### src/design/rtpu_pkg.sv
// ----------------------------------------------------------------------------
// rtpu_pkg
// Shared types and codes for the RV32 trap and privilege unit.
// ----------------------------------------------------------------------------
package rtpu_pkg;

  localparam int unsigned XLEN   = 32;
  localparam int unsigned CNT_W  = 64;
  localparam int unsigned CODE_W = 5;
  localparam int unsigned OP_W   = 3;
  localparam int unsigned LVL_W  = 2;
  localparam int unsigned CFG_IDX_W = 2;

  // Instruction outcome codes
  localparam logic [OP_W-1:0] OP_RETIRE = 3'd0;
  localparam logic [OP_W-1:0] OP_MRET   = 3'd1;
  localparam logic [OP_W-1:0] OP_SRET   = 3'd2;
  localparam logic [OP_W-1:0] OP_EXCEPT = 3'd3;
  localparam logic [OP_W-1:0] OP_INTR   = 3'd4;

  // Privilege levels
  localparam logic [LVL_W-1:0] LVL_U = 2'd0;
  localparam logic [LVL_W-1:0] LVL_S = 2'd1;
  localparam logic [LVL_W-1:0] LVL_M = 2'd3;

  // Configuration register indexes
  localparam logic [CFG_IDX_W-1:0] CFG_EDELEG = 2'd0;
  localparam logic [CFG_IDX_W-1:0] CFG_MTVEC  = 2'd1;
  localparam logic [CFG_IDX_W-1:0] CFG_STVEC  = 2'd2;

  typedef struct packed {
    logic [OP_W-1:0]   op;
    logic [XLEN-1:0]   trap_pc;
    logic [CODE_W-1:0] cause_code;
    logic [LVL_W-1:0]  target_level;
  } item_t;

  typedef struct packed {
    logic [XLEN-1:0] edeleg;
    logic [XLEN-1:0] mtvec;
    logic [XLEN-1:0] stvec;
  } cfg_t;

  typedef struct packed {
    logic              redirect;
    logic [XLEN-1:0]   target_pc;
    logic [LVL_W-1:0]  priv_level;
    logic              machine_ie;
    logic              super_ie;
    logic [XLEN-1:0]   saved_epc;
    logic [XLEN-1:0]   saved_cause;
    logic [CNT_W-1:0]  retired_count;
    logic              bad_return;
  } result_t;

endpackage

### src/design/rtpu_exec.sv
// ----------------------------------------------------------------------------
// rtpu_exec
// Architectural state (level, status stack, xEPC, xCAUSE, instret) and the
// single-pass next-state and result logic for one instruction outcome.
// ----------------------------------------------------------------------------
module rtpu_exec (
  input  logic             clk,
  input  logic             rst_n,
  input  logic             commit,
  input  rtpu_pkg::item_t  item,
  input  rtpu_pkg::cfg_t   cfg,
  output rtpu_pkg::result_t res
);
  import rtpu_pkg::*;

  logic [LVL_W-1:0] lvl_r, lvl_nxt;
  logic             mie_r, mie_nxt;
  logic             sie_r, sie_nxt;
  logic             mpie_r, mpie_nxt;
  logic             spie_r, spie_nxt;
  logic             spp_r, spp_nxt;
  logic [LVL_W-1:0] mpp_r, mpp_nxt;
  logic [XLEN-1:0]  mepc_r, mepc_nxt;
  logic [XLEN-1:0]  mcause_r, mcause_nxt;
  logic [XLEN-1:0]  sepc_r, sepc_nxt;
  logic [XLEN-1:0]  scause_r, scause_nxt;
  logic [CNT_W-1:0] cnt_r, cnt_nxt;

  logic             take;
  logic             intr;
  logic [LVL_W-1:0] trap_lvl;
  logic [XLEN-1:0]  cause;
  logic [XLEN-1:0]  vec;
  logic [XLEN-1:0]  vec_tgt;
  logic             low_lvl;

  assign low_lvl = ~lvl_r[1];
  assign intr    = (item.op == OP_INTR);
  assign cause   = {intr, {(XLEN-CODE_W-1){1'b0}}, item.cause_code};
  assign vec     = (trap_lvl == LVL_M) ? cfg.mtvec : cfg.stvec;
  assign vec_tgt = {vec[XLEN-1:2], 2'b00} +
                   ((intr && vec[0]) ?
                    {{(XLEN-CODE_W-2){1'b0}}, item.cause_code, 2'b00} : '0);

  always_comb begin
    take     = 1'b0;
    trap_lvl = LVL_M;
    lvl_nxt    = lvl_r;
    mie_nxt    = mie_r;
    sie_nxt    = sie_r;
    mpie_nxt   = mpie_r;
    spie_nxt   = spie_r;
    spp_nxt    = spp_r;
    mpp_nxt    = mpp_r;
    mepc_nxt   = mepc_r;
    mcause_nxt = mcause_r;
    sepc_nxt   = sepc_r;
    scause_nxt = scause_r;
    cnt_nxt    = cnt_r;
    res            = '0;

    case (item.op)
      OP_RETIRE: begin
        cnt_nxt = cnt_r + CNT_W'(1);
      end
      OP_MRET: begin
        if (lvl_r != LVL_M) begin
          res.bad_return = 1'b1;
        end else begin
          cnt_nxt   = cnt_r + CNT_W'(1);
          lvl_nxt   = mpp_r;
          mie_nxt   = mpie_r;
          mpie_nxt  = 1'b1;
          mpp_nxt   = LVL_U;
          res.redirect  = 1'b1;
          res.target_pc = mepc_r;
        end
      end
      OP_SRET: begin
        if (lvl_r != LVL_S) begin
          res.bad_return = 1'b1;
        end else begin
          cnt_nxt   = cnt_r + CNT_W'(1);
          lvl_nxt   = spp_r ? LVL_S : LVL_U;
          sie_nxt   = spie_r;
          spie_nxt  = 1'b1;
          spp_nxt   = 1'b0;
          res.redirect  = 1'b1;
          res.target_pc = sepc_r;
        end
      end
      OP_EXCEPT: begin
        take     = 1'b1;
        trap_lvl = (cfg.edeleg[item.cause_code] && low_lvl) ? LVL_S : LVL_M;
      end
      OP_INTR: begin
        if (item.target_level == LVL_M ||
            (item.target_level == LVL_S && low_lvl)) begin
          take     = 1'b1;
          trap_lvl = item.target_level;
        end else begin
          res.bad_return = 1'b1;
        end
      end
      default: begin
      end
    endcase

    if (take) begin
      lvl_nxt = trap_lvl;
      if (trap_lvl == LVL_M) begin
        mpie_nxt   = mie_r;
        mie_nxt    = 1'b0;
        mpp_nxt    = lvl_r;
        mepc_nxt   = item.trap_pc;
        mcause_nxt = cause;
      end else begin
        spie_nxt   = sie_r;
        sie_nxt    = 1'b0;
        spp_nxt    = lvl_r[0];
        sepc_nxt   = item.trap_pc;
        scause_nxt = cause;
      end
      res.redirect    = 1'b1;
      res.target_pc   = vec_tgt;
      res.saved_epc   = item.trap_pc;
      res.saved_cause = cause;
    end

    res.priv_level    = lvl_nxt;
    res.machine_ie    = mie_nxt;
    res.super_ie      = sie_nxt;
    res.retired_count = cnt_nxt;
  end

  always_ff @(posedge clk) begin
    if (!rst_n) begin
      lvl_r    <= LVL_M;
      mie_r    <= 1'b0;
      sie_r    <= 1'b0;
      mpie_r   <= 1'b0;
      spie_r   <= 1'b0;
      spp_r    <= 1'b0;
      mpp_r    <= LVL_U;
      mepc_r   <= '0;
      mcause_r <= '0;
      sepc_r   <= '0;
      scause_r <= '0;
      cnt_r    <= '0;
    end else if (commit) begin
      lvl_r    <= lvl_nxt;
      mie_r    <= mie_nxt;
      sie_r    <= sie_nxt;
      mpie_r   <= mpie_nxt;
      spie_r   <= spie_nxt;
      spp_r    <= spp_nxt;
      mpp_r    <= mpp_nxt;
      mepc_r   <= mepc_nxt;
      mcause_r <= mcause_nxt;
      sepc_r   <= sepc_nxt;
      scause_r <= scause_nxt;
      cnt_r    <= cnt_nxt;
    end
  end

endmodule

### src/design/riscv_trap_priv_unit.sv
// ----------------------------------------------------------------------------
// riscv_trap_priv_unit
// RV32 M/S/U trap and privilege unit with retired-instruction counter.
// ----------------------------------------------------------------------------
// Usage:
//   Input channel (in_vld / in_stall): one instruction outcome per beat
//   (retire, MRET, SRET, exception, interrupt with target level).
//   Output channel (out_vld / out_stall): one result beat per input beat,
//   in order: redirect and target pc, level and interrupt enables after the
//   step, the xEPC/xCAUSE written by a trap, the 64-bit retired count and
//   the bad_return flag.
//   Config port (cfg_we / cfg_idx / cfg_wdata): 0 exception delegation,
//   1 machine vector, 2 supervisor vector; write only while idle.
//   Each input beat goes input register -> execute -> result register and
//   out_vld rises when the result register loads; throughput is one beat per
//   cycle while out_stall is low. State commits when the result register
//   loads.
//   Reset (rst_n low, synchronous) puts the unit in machine mode with all
//   status, trap registers, counter and config cleared, both channels empty.
//   When out_stall is high the result holds; one more beat can wait in the
//   input register, after which in_stall rises.
// ----------------------------------------------------------------------------
module riscv_trap_priv_unit (
  input  logic                             clk,
  input  logic                             rst_n,
  input  logic                             in_vld,
  output logic                             in_stall,
  input  logic [rtpu_pkg::OP_W-1:0]        in_op,
  input  logic [rtpu_pkg::XLEN-1:0]        in_trap_pc,
  input  logic [rtpu_pkg::CODE_W-1:0]      in_cause_code,
  input  logic [rtpu_pkg::LVL_W-1:0]       in_target_level,
  output logic                             out_vld,
  input  logic                             out_stall,
  output logic                             out_redirect,
  output logic [rtpu_pkg::XLEN-1:0]        out_target_pc,
  output logic [rtpu_pkg::LVL_W-1:0]       out_priv_level,
  output logic                             out_machine_ie,
  output logic                             out_super_ie,
  output logic [rtpu_pkg::XLEN-1:0]        out_saved_epc,
  output logic [rtpu_pkg::XLEN-1:0]        out_saved_cause,
  output logic [rtpu_pkg::CNT_W-1:0]       out_retired_count,
  output logic                             out_bad_return,
  input  logic                             cfg_we,
  input  logic [rtpu_pkg::CFG_IDX_W-1:0]   cfg_idx,
  input  logic [rtpu_pkg::XLEN-1:0]        cfg_wdata
);
  import rtpu_pkg::*;

  logic    in_vld_r, in_vld_nxt;
  item_t   item_r;
  logic    out_vld_r, out_vld_nxt;
  result_t res_r;
  result_t res;
  cfg_t    cfg_r;
  logic    advance;
  logic    commit;
  logic    in_take;

  assign advance  = ~out_vld_r | ~out_stall;
  assign commit   = in_vld_r & advance;
  assign in_stall = in_vld_r & ~advance;
  assign in_take  = in_vld & ~in_stall;

  assign in_vld_nxt  = in_take | (in_vld_r & ~commit);
  assign out_vld_nxt = commit | (out_vld_r & out_stall);

  rtpu_exec u_exec (
    .clk    (clk),
    .rst_n  (rst_n),
    .commit (commit),
    .item   (item_r),
    .cfg    (cfg_r),
    .res    (res)
  );

  always_ff @(posedge clk) begin
    if (!rst_n) begin
      in_vld_r  <= 1'b0;
      out_vld_r <= 1'b0;
      cfg_r     <= '0;
    end else begin
      in_vld_r  <= in_vld_nxt;
      out_vld_r <= out_vld_nxt;
      if (cfg_we) begin
        case (cfg_idx)
          CFG_EDELEG: cfg_r.edeleg <= cfg_wdata;
          CFG_MTVEC:  cfg_r.mtvec  <= cfg_wdata;
          CFG_STVEC:  cfg_r.stvec  <= cfg_wdata;
          default: begin
          end
        endcase
      end
    end
  end

  always_ff @(posedge clk) begin
    if (in_take) begin
      item_r.op           <= in_op;
      item_r.trap_pc      <= in_trap_pc;
      item_r.cause_code   <= in_cause_code;
      item_r.target_level <= in_target_level;
    end
    if (commit) begin
      res_r <= res;
    end
  end

  assign out_vld           = out_vld_r;
  assign out_redirect      = res_r.redirect;
  assign out_target_pc     = res_r.target_pc;
  assign out_priv_level    = res_r.priv_level;
  assign out_machine_ie    = res_r.machine_ie;
  assign out_super_ie      = res_r.super_ie;
  assign out_saved_epc     = res_r.saved_epc;
  assign out_saved_cause   = res_r.saved_cause;
  assign out_retired_count = res_r.retired_count;
  assign out_bad_return    = res_r.bad_return;

endmodule

### config.mk
export PLATFORM = sky130hd
export DESIGN_NAME = riscv_trap_priv_unit
export DESIGN_NICKNAME = d
export VERILOG_FILES = /design/src/design/rtpu_pkg.sv /design/src/design/rtpu_exec.sv /design/src/design/riscv_trap_priv_unit.sv
export SDC_FILE = /design/constraint.sdc
export NUM_CORES = 1
export LEC_CHECK = 0
export ABC_AREA = 1
export BUFFER_PORTS_ARGS = -buffer_cell sky130_fd_sc_hd__buf_4
export CAP_MARGIN = 30
export CORE_ASPECT_RATIO = 1.5
export CORE_UTILIZATION = 40
export DETAILED_ROUTE_END_ITERATION = 7
export GPL_TIMING_DRIVEN = 0
export REMOVE_ABC_BUFFERS = 1
export SYNTH_ARGS = -nofsm -noshare
export SYNTH_HDL_FRONTEND = slang
export SYNTH_HIERARCHICAL = 1
export SYNTH_SLANG_ARGS = --single-unit
### constraint.sdc
create_clock -name clk -period 33.8 [get_ports clk]
set_clock_uncertainty 0.1 [all_clocks]
set_input_delay 3.38 -clock clk [delete_from_list [all_inputs] [get_ports clk]]
set_output_delay 3.38 -clock clk [all_outputs]
set_load 0.02 [all_outputs]
=== Yosys cells after proc, flatten, opt, wreduce, memory -nomap -nowiden ===
Index checks and enable logic that the tools add are counted.

* Register bits: 443
* Logic and storage cells: 118
* Output and inout bits: 168

* Add/subtract/negate cells: 2
* Eq/ne operators: 11
* Reductions and logical operators: 11
* Muxes and demuxes: 49
* Bitwise logic cells: 15
* $lt $le $gt $ge: 1

{| class="wikitable"
|+ Operators by type and width
! operator !! number
|-
| case mux 64 bit (3 select lines) || 1
|-
| 2-to-1 mux 64 bit || 2
|-
| 2-to-1 mux 33 bit || 2
|-
| case mux 33 bit (2 select lines) || 1
|-
| adder 64 x 1 -> 64 bit (second input constant) || 1
|-
| 2-to-1 mux 32 bit || 2
|-
| adder 32 bit || 1
|-
| 2-to-1 mux 1 bit || 26
|-
| 2-to-1 mux 2 bit || 9
|-
| case mux 2 bit (2 select lines) || 2
|-
| 2-to-1 mux 7 bit || 1
|-
| inverter 1 bit || 7
|-
| == test 2 bit (second input constant) || 3
|-
| == test 3 x 2 -> 1 bit (second input constant) || 2
|-
| less-than comparator 5 x 6 -> 1 bit (second input constant) || 1
|-
| AND reduction 2 bit || 3
|-
| AND reduction 3 bit || 2
|-
| AND 1 bit || 5
|-
| binary-select mux 1 bit (select 5 bit) || 1
|-
| == test 2 x 1 -> 1 bit (second input constant) || 2
|-
| == test 3 x 1 -> 1 bit (second input constant) || 1
|-
| == test 3 bit (second input constant) || 1
|-
| logical AND 1 bit || 3
|-
| zero test 3 bit || 1
|-
| 7 further kinds || 9
|}

=== Depth between registers and ports, before layout ===
Gate-level depths: netlist (run 1).

* Depth after elaboration: 11
* Mapped depth: 35
* Mapped depth without buffers: 31

=== Cells and area by module ===
The synthesis (run 1) kept the hierarchy.

{| class="wikitable"
|+ Modules (own cells, without submodules)
! module !! cells each !! times used !! area each (um^2)
|-
| riscv_trap_priv_unit || 837 || 1 || 10,445.0
|-
| rtpu_exec || 1,672 || 1 || 10,000.8
|}

=== Worst setup path before layout (run 1) ===
OpenSTA, ideal clock, no wires.

* Path kind: input port to flip-flop
* From: input out_stall
* To: register u_exec.mepc_r[10]
* Path slack: 20.516 ns
* Cell stages on the path: 6
* Buffers on the path: 2
* Library setup time: 0.119 ns
* Arrival time: 13.065 ns
* Cells stage by stage: a21oi_1 inv_2 nor2_2 buf_2 buf_2 a21oi_1

* Cells in the longest elaborated chain, start to end: 4

{| class="wikitable"
|+ RTL lines
! element !! RTL line !! text
|-
| start, declared || riscv_trap_priv_unit.sv:33 || <nowiki>input logic out_stall,</nowiki>
|-
| inverter 1 bit || riscv_trap_priv_unit.sv:59 || <nowiki>assign advance = ~out_vld_r | ~out_stall;</nowiki>
|-
| bitwise OR 1 bit || riscv_trap_priv_unit.sv:59 ||
|-
| AND 1 bit || riscv_trap_priv_unit.sv:60 || <nowiki>assign commit = in_vld_r & advance;</nowiki>
|-
| AND reduction 3 bit (no source line) || -- ||
|-
| end signal, assigned || rtpu_exec.sv:158 || <nowiki>mepc_r <= mepc_nxt;</nowiki>
|-
| end, declared || rtpu_exec.sv:23 || <nowiki>logic [XLEN-1:0] mepc_r, mepc_nxt;</nowiki>
|}

Every way passes these cells.
A chain may end at the register's enable or synchronous reset.

=== Worst setup path in the final report (run 1) ===
* From: input out_stall
* To: output in_stall

* Cells in the longest elaborated chain, start to end: 4

{| class="wikitable"
|+ RTL lines
! element !! RTL line !! text
|-
| inverter 1 bit || riscv_trap_priv_unit.sv:59 ||
|-
| bitwise OR 1 bit || riscv_trap_priv_unit.sv:59 ||
|-
| inverter 1 bit || riscv_trap_priv_unit.sv:61 || <nowiki>assign in_stall = in_vld_r & ~advance;</nowiki>
|-
| AND 1 bit || riscv_trap_priv_unit.sv:61 ||
|-
| end, declared || riscv_trap_priv_unit.sv:27 || <nowiki>output logic in_stall,</nowiki>
|}

Every way passes these cells.

==> results.ini, run 1 <==
[timing]
final.setup.worst_slack_ns=26.50
period_needed_ns=7.30
period_share=0.216
maxSlewHeadroom=0.338
worst_pin_slew_ns=0.983
finalHoldViolations=0
fmax_mhz=137
timing.setup.tns_ns=0
setup-violations-final=0
rsz0062_at_grt=false
drv_slew=0

[detailed_routing]
finalWirelength_mm=55.2
drc_errors=0
dr.pass1.iters=5
num_vias=16900
detail_route.wl_per_cell_um=16.3
first_iter_violations=954
viasPerCell=4.99
ant_nets=0

[power]
cellPowerDensity_mw_per_mm2=50.5
leakage_nw=10.5
total_power_mw=1.22
ir_worst_vdd_v=0.0000413

[floorplanning]
die_h_um=278
rows=100
pin_count=249
start_util=0.408
core_area_mm2=0.0499
fp.dieW_um=186
dieArea_mm2=0.0518

[worst_setup_path]
path_class=in -> out
arrival_ns=3.82
cp-end-kind=output pin
cp.required_ns=30.32
start_kind=input port
slowest_stage=buf_4
worst-path-max-fanout=3
critPathMostFrequentCell=buf_4
cp_slowest_stage_delay_ns=0.15
worstPathCellList=buf_4 > nand3_1 > inv_1 > buf_4

[place]
dp_hpwl_mm=38.9
numPortBuffers=248
placed_cell_area_mm2=0.0228
gp_congestion=0.918
dp_slack_ns=26.50

[synthesis]
synth_warnings=6
synthCells=2497
synth.avg_cell_area_um2=8.16
synth_area_mm2=0.0204

[clock_network]
clk_latency_ns=0.56
cts_made_buffers=45
cts_buffer_depth=3
hold_buffers=0
clkTransAtPathRegs_ns=0.06
root_buffer=clkbuf_16
cts_setup_buffers=0
cts_sinks=441
cts.htree.levels=2
cts_tree=built
ctsResizeCount=0

[run]
drv_cap=0

[layout]
area_growth_syn_to_layout_pct=18.7
drive_gt1_frac=0.139
final_util=0.484
stdcell_area_mm2=0.0242
nets=2781

[grt]
grt_pass1_vias=16000
antenna_found_initial=2
grt_pass1_wl_mm=85.9
grt.total_usage=0.212
grt_remaining_overflow=0
grt_max_degree=107

[min_path]
min_path_type=reg -> reg

[status]
outcome=complete, no violations

per-layer routing:
metal  GRT usage  vias to the layer above  share of wire  routed length (µm)
li1            -                     8474              -                   -
met5           0                        -        0.00042                  23
met2       0.382                      461           0.52               28500
met3      0.0277                      110          0.052                2870
met4      0.0853                        4          0.035                1960
met1       0.249                     7864           0.40               21800
layout make-up:
cell class | instances | area, µm²
fillers | 4848 | 25700
diodes | 1 | 2.50
clock buffers | 71 | 1300
well taps | 663 | 830
clock inverters | 9 | 100
multi-input cells | 1584 | 7400
inverters | 353 | 1330
repair buffers | 268 | 2300
flip-flops and latches | 441 | 10900
worst max-delay path: cells and delay by family:
kind,cells,cell delay (ns)
simple gates,1,0.11
buf+inv,3,0.33
sequential cells by signal (all words and copies together), names as in the netlist, 32 cells and up:
register	flops
out_saved_cause	32
out_retired_count	64
u_exec/cnt_r	64
cfg_r	94
item_r	42
u_exec/sepc_r	32
u_exec/mepc_r	32
out_saved_epc	32
out_target_pc	32
placed cells by master (no fill, tap or decap), drive strengths merged, types with 5 or more instances in the layout:
cell type  instances
nand3            156
o22ai              7
nand4             24
clkbuf            71
conb              26
nand2            516
xor2              12
ha                 6
inv              353
nor3              41
o31ai              5
nand3b            11
buf              268
a22oi             33
nor2             318
edfxtp           208
or2                5
a211oi             8
dfxtp            233
and2               6
a21oi            180
nor4              12
o21ai            203
clkinv             7
path summary, 6_finish.rpt:
check | start | cells past startpoint | end | slack (ns)
setup / recovery | out_stall | 4 | in_stall | 26.50
hold / removal | u_exec/mpp_r[1]$_SDFFE_PN0P_ | 2 | u_exec/mpp_r[1]$_SDFFE_PN0P_ | 0.37
setup reg to reg | item_r[2]$_DFFE_PP_ | 29 | out_target_pc[16]$_DFFE_PP_ | 27.73
hold reg to reg | u_exec/mpp_r[1]$_SDFFE_PN0P_ | 2 | u_exec/mpp_r[1]$_SDFFE_PN0P_ | 0.37
report_power, final:
group / total, mW / internal, mW / leakage, nW / switching, mW
clock: 0.486 / 0.279 / 0.690 / 0.207
sequential: 0.603 / 0.589 / 3.93 / 0.0147
combinational: 0.131 / 0.0448 / 5.92 / 0.0865
through the flow:
step,hold slack (ns),instances
6_report,0.366,3390
5_1_grt,0.402,3389
4_1_cts,0.370,3389
3_5_place_dp,0.361,3309
3_3_place_gp,0.354,3289
2_1_floorplan,0.336,2378
(Power assumes the default switching activity.)
==> run 2: changes to the inputs <==
--- a/config.mk
+++ b/config.mk
@@ -5,7 +5,7 @@
 export SDC_FILE = /design/constraint.sdc
 export NUM_CORES = 1
 export LEC_CHECK = 0
-export ABC_AREA = 1
+export ABC_AREA = 0
 export BUFFER_PORTS_ARGS = -buffer_cell sky130_fd_sc_hd__buf_4
 export CAP_MARGIN = 30
 export CORE_ASPECT_RATIO = 1.5
==> constraint.sdc (replaced) <==
create_clock -name clk -period 6.7 [get_ports clk]
set_clock_uncertainty 0.1 [all_clocks]
set_input_delay 0.67 -clock clk [delete_from_list [all_inputs] [get_ports clk]]
set_output_delay 0.67 -clock clk [all_outputs]
set_load 0.02 [all_outputs]
==> run 2 against run 1 <==
Effect of this change: non-clock buffer count up 10; critical path type is now reg -> reg; power rose to 4.8 times the previous value; sequential share of layout area up 2.1 points; critical path depth is 15 higher; design area is 4.4% lower; global-route usage down 2.4 points; worst hold slack got worse by 0.19 ns; via count shrank 21%; synthesized cell count decreased by 30%; area after synthesis is 6.0% lower.
==> results.ini, run 2 <==
[layout]
final_cells=2606
diodes=0
area_growth_syn_to_layout_pct=20.7
nets=2066
final_common_cell=nand2_1
multi_input_area_mm2=0.00749
largest_register=cfg_r
largest_reg_flops=94
final_util=0.492
stdcell_area_mm2=0.0231
drive_gt1_frac=0.193
final_cell_mix=nand2_1, buf_4, dfxtp_1
fill_cells=4225
seq_area_mm2=0.0109

[detailed_routing]
detail_route.wl_per_cell_um=18.0
finalWirelength_mm=46.8
first_iter_violations=770
ant_nets=0
num_vias=13400
viasPerCell=5.15
drc_errors=0
dr.pass1.iters=6

[place]
dp_slack_ns=0.982
dp_hpwl_mm=33.2
place_inst=2527
placed_cell_area_mm2=0.0217
gp_congestion=0.894
numPortBuffers=248

[grt]
grt_max_degree=95
grt_pass1_wl_mm=72.1
grt_pass1_vias=13100
grt_remaining_overflow=0
grt.total_usage=0.188
antenna_found_initial=0

[status]
outcome=complete, no violations

[power]
leakage_nw=8.82
cellPowerDensity_mw_per_mm2=254
ir_worst_vdd_v=0.000161

[clock_network]
hold_buffers=0
cts_buffer_depth=3
cts_tree=built
root_buffer=clkbuf_16
clkTransAtPathRegs_ns=0.07
cts_made_buffers=43
cts_setup_buffers=0
clk_latency_ns=0.56
cts.htree.levels=2
cts_sinks=441
ctsResizeCount=0

[timing]
fmax_mhz=175
period_share=0.851
drv_slew=0
finalHoldViolations=0
setup-violations-final=0
hold_ws_ns=0.179
period_needed_ns=5.70
final.setup.worst_slack_ns=0.999
worst_pin_slew_ns=1.03
maxSlewHeadroom=0.315
rsz0062_at_grt=false

[synthesis]
synthCells=1760
synth_area_mm2=0.0191
synth_warnings=6
synth.avg_cell_area_um2=10.9

[floorplanning]
dieArea_mm2=0.0488
core_area_mm2=0.0470
pin_count=249
die_h_um=270
start_util=0.408
rows=97
fp.dieW_um=181

[worst_setup_path]
start_kind=register
arrival_ns=6.02
path_class=reg -> reg
slowest_stage=edfxtp_1
cp-end-kind=register
worstPathCellList=mux4_2 > mux2i_1 > a22oi_1 > a31oi_4 > mux2i_1 > nor2_1 > and2_1 > ha_1 > inv_1 > fa_1 > nor2b_1 > o21ai_0 > a21boi_0 > buf_2 > or2_2 > nand4_1 > xor2_1 > a211oi_1 > a221o_1
worst-path-max-fanout=19
critPathMostFrequentCell=mux2i_1
cp_slowest_stage_delay_ns=0.94
cp.required_ns=7.02

[run]
drv_cap=0

[min_path]
min_path_type=in -> reg

==> run 2: final timing paths <==
check                              from                     endpoint  slack (ns)  cells after the start
min                  in_target_level[1]          item_r[1]$_DFFE_PP_        0.18                      1
max                 item_r[2]$_DFFE_PP_  out_target_pc[12]$_DFFE_PP_         1.0                     19
min reg2reg  u_exec/spie_r$_SDFFE_PN0P_   u_exec/spie_r$_SDFFE_PN0P_        0.35                      2
max reg2reg         item_r[2]$_DFFE_PP_  out_target_pc[12]$_DFFE_PP_         1.0                     19
==> run 2: critical path: cells and delay by family (launching register included) <==
family | cells | cell delay, ns
buffers and inverters | 2 | 0.33
xor gates and xnor gates | 1 | 0.16
adders and majority gates | 2 | 0.55
muxes | 3 | 0.96
DFF | 1 | 0.94
AOI/OAI and AO/OA | 6 | 1.39
and+or+nand+nor | 5 | 1.11
==> run 2: area by class of cell <==
class | count | area share
Tap cell | 594 | 0.0322
Clock buffer | 56 | 0.0518
Sequential cell | 441 | 0.472
Timing Repair Buffer | 278 | 0.106
Clock inverter | 23 | 0.0106
Inverter | 20 | 0.00336
Multi-Input combinational cell | 1194 | 0.324
==> run 2: per-stage QoR <==
step | TNS, ns | power, mW
2_1_floorplan | -3431.17 | 3.25
3_3_place_gp | -6103.87 | 3.46
6_report | 0 | 5.86
4_1_cts | 0 | 5.94
5_1_grt | 0 | 6.06
3_5_place_dp | 0 | 3.45
==> run 2: power breakdown <==
part / switching [mW] / internal (mW) / leakage (nW)
clock: 1.05 / 1.43 / 0.708
combinational: 0.242 / 0.171 / 4.30
sequential: 0.0569 / 2.91 / 3.81
total: 1.35 / 4.51 / 8.82
==> run 2: per-layer routing <==
layer / global-route usage / wire (µm) / up-vias
met4: 0.0920 / 2190 / 0
met2: 0.344 / 24200 / 341
met1: 0.216 / 18800 / 6453
met3: 0.0204 / 1550 / 103
met5: 0 / 0 / -
li1: - / - / 6526
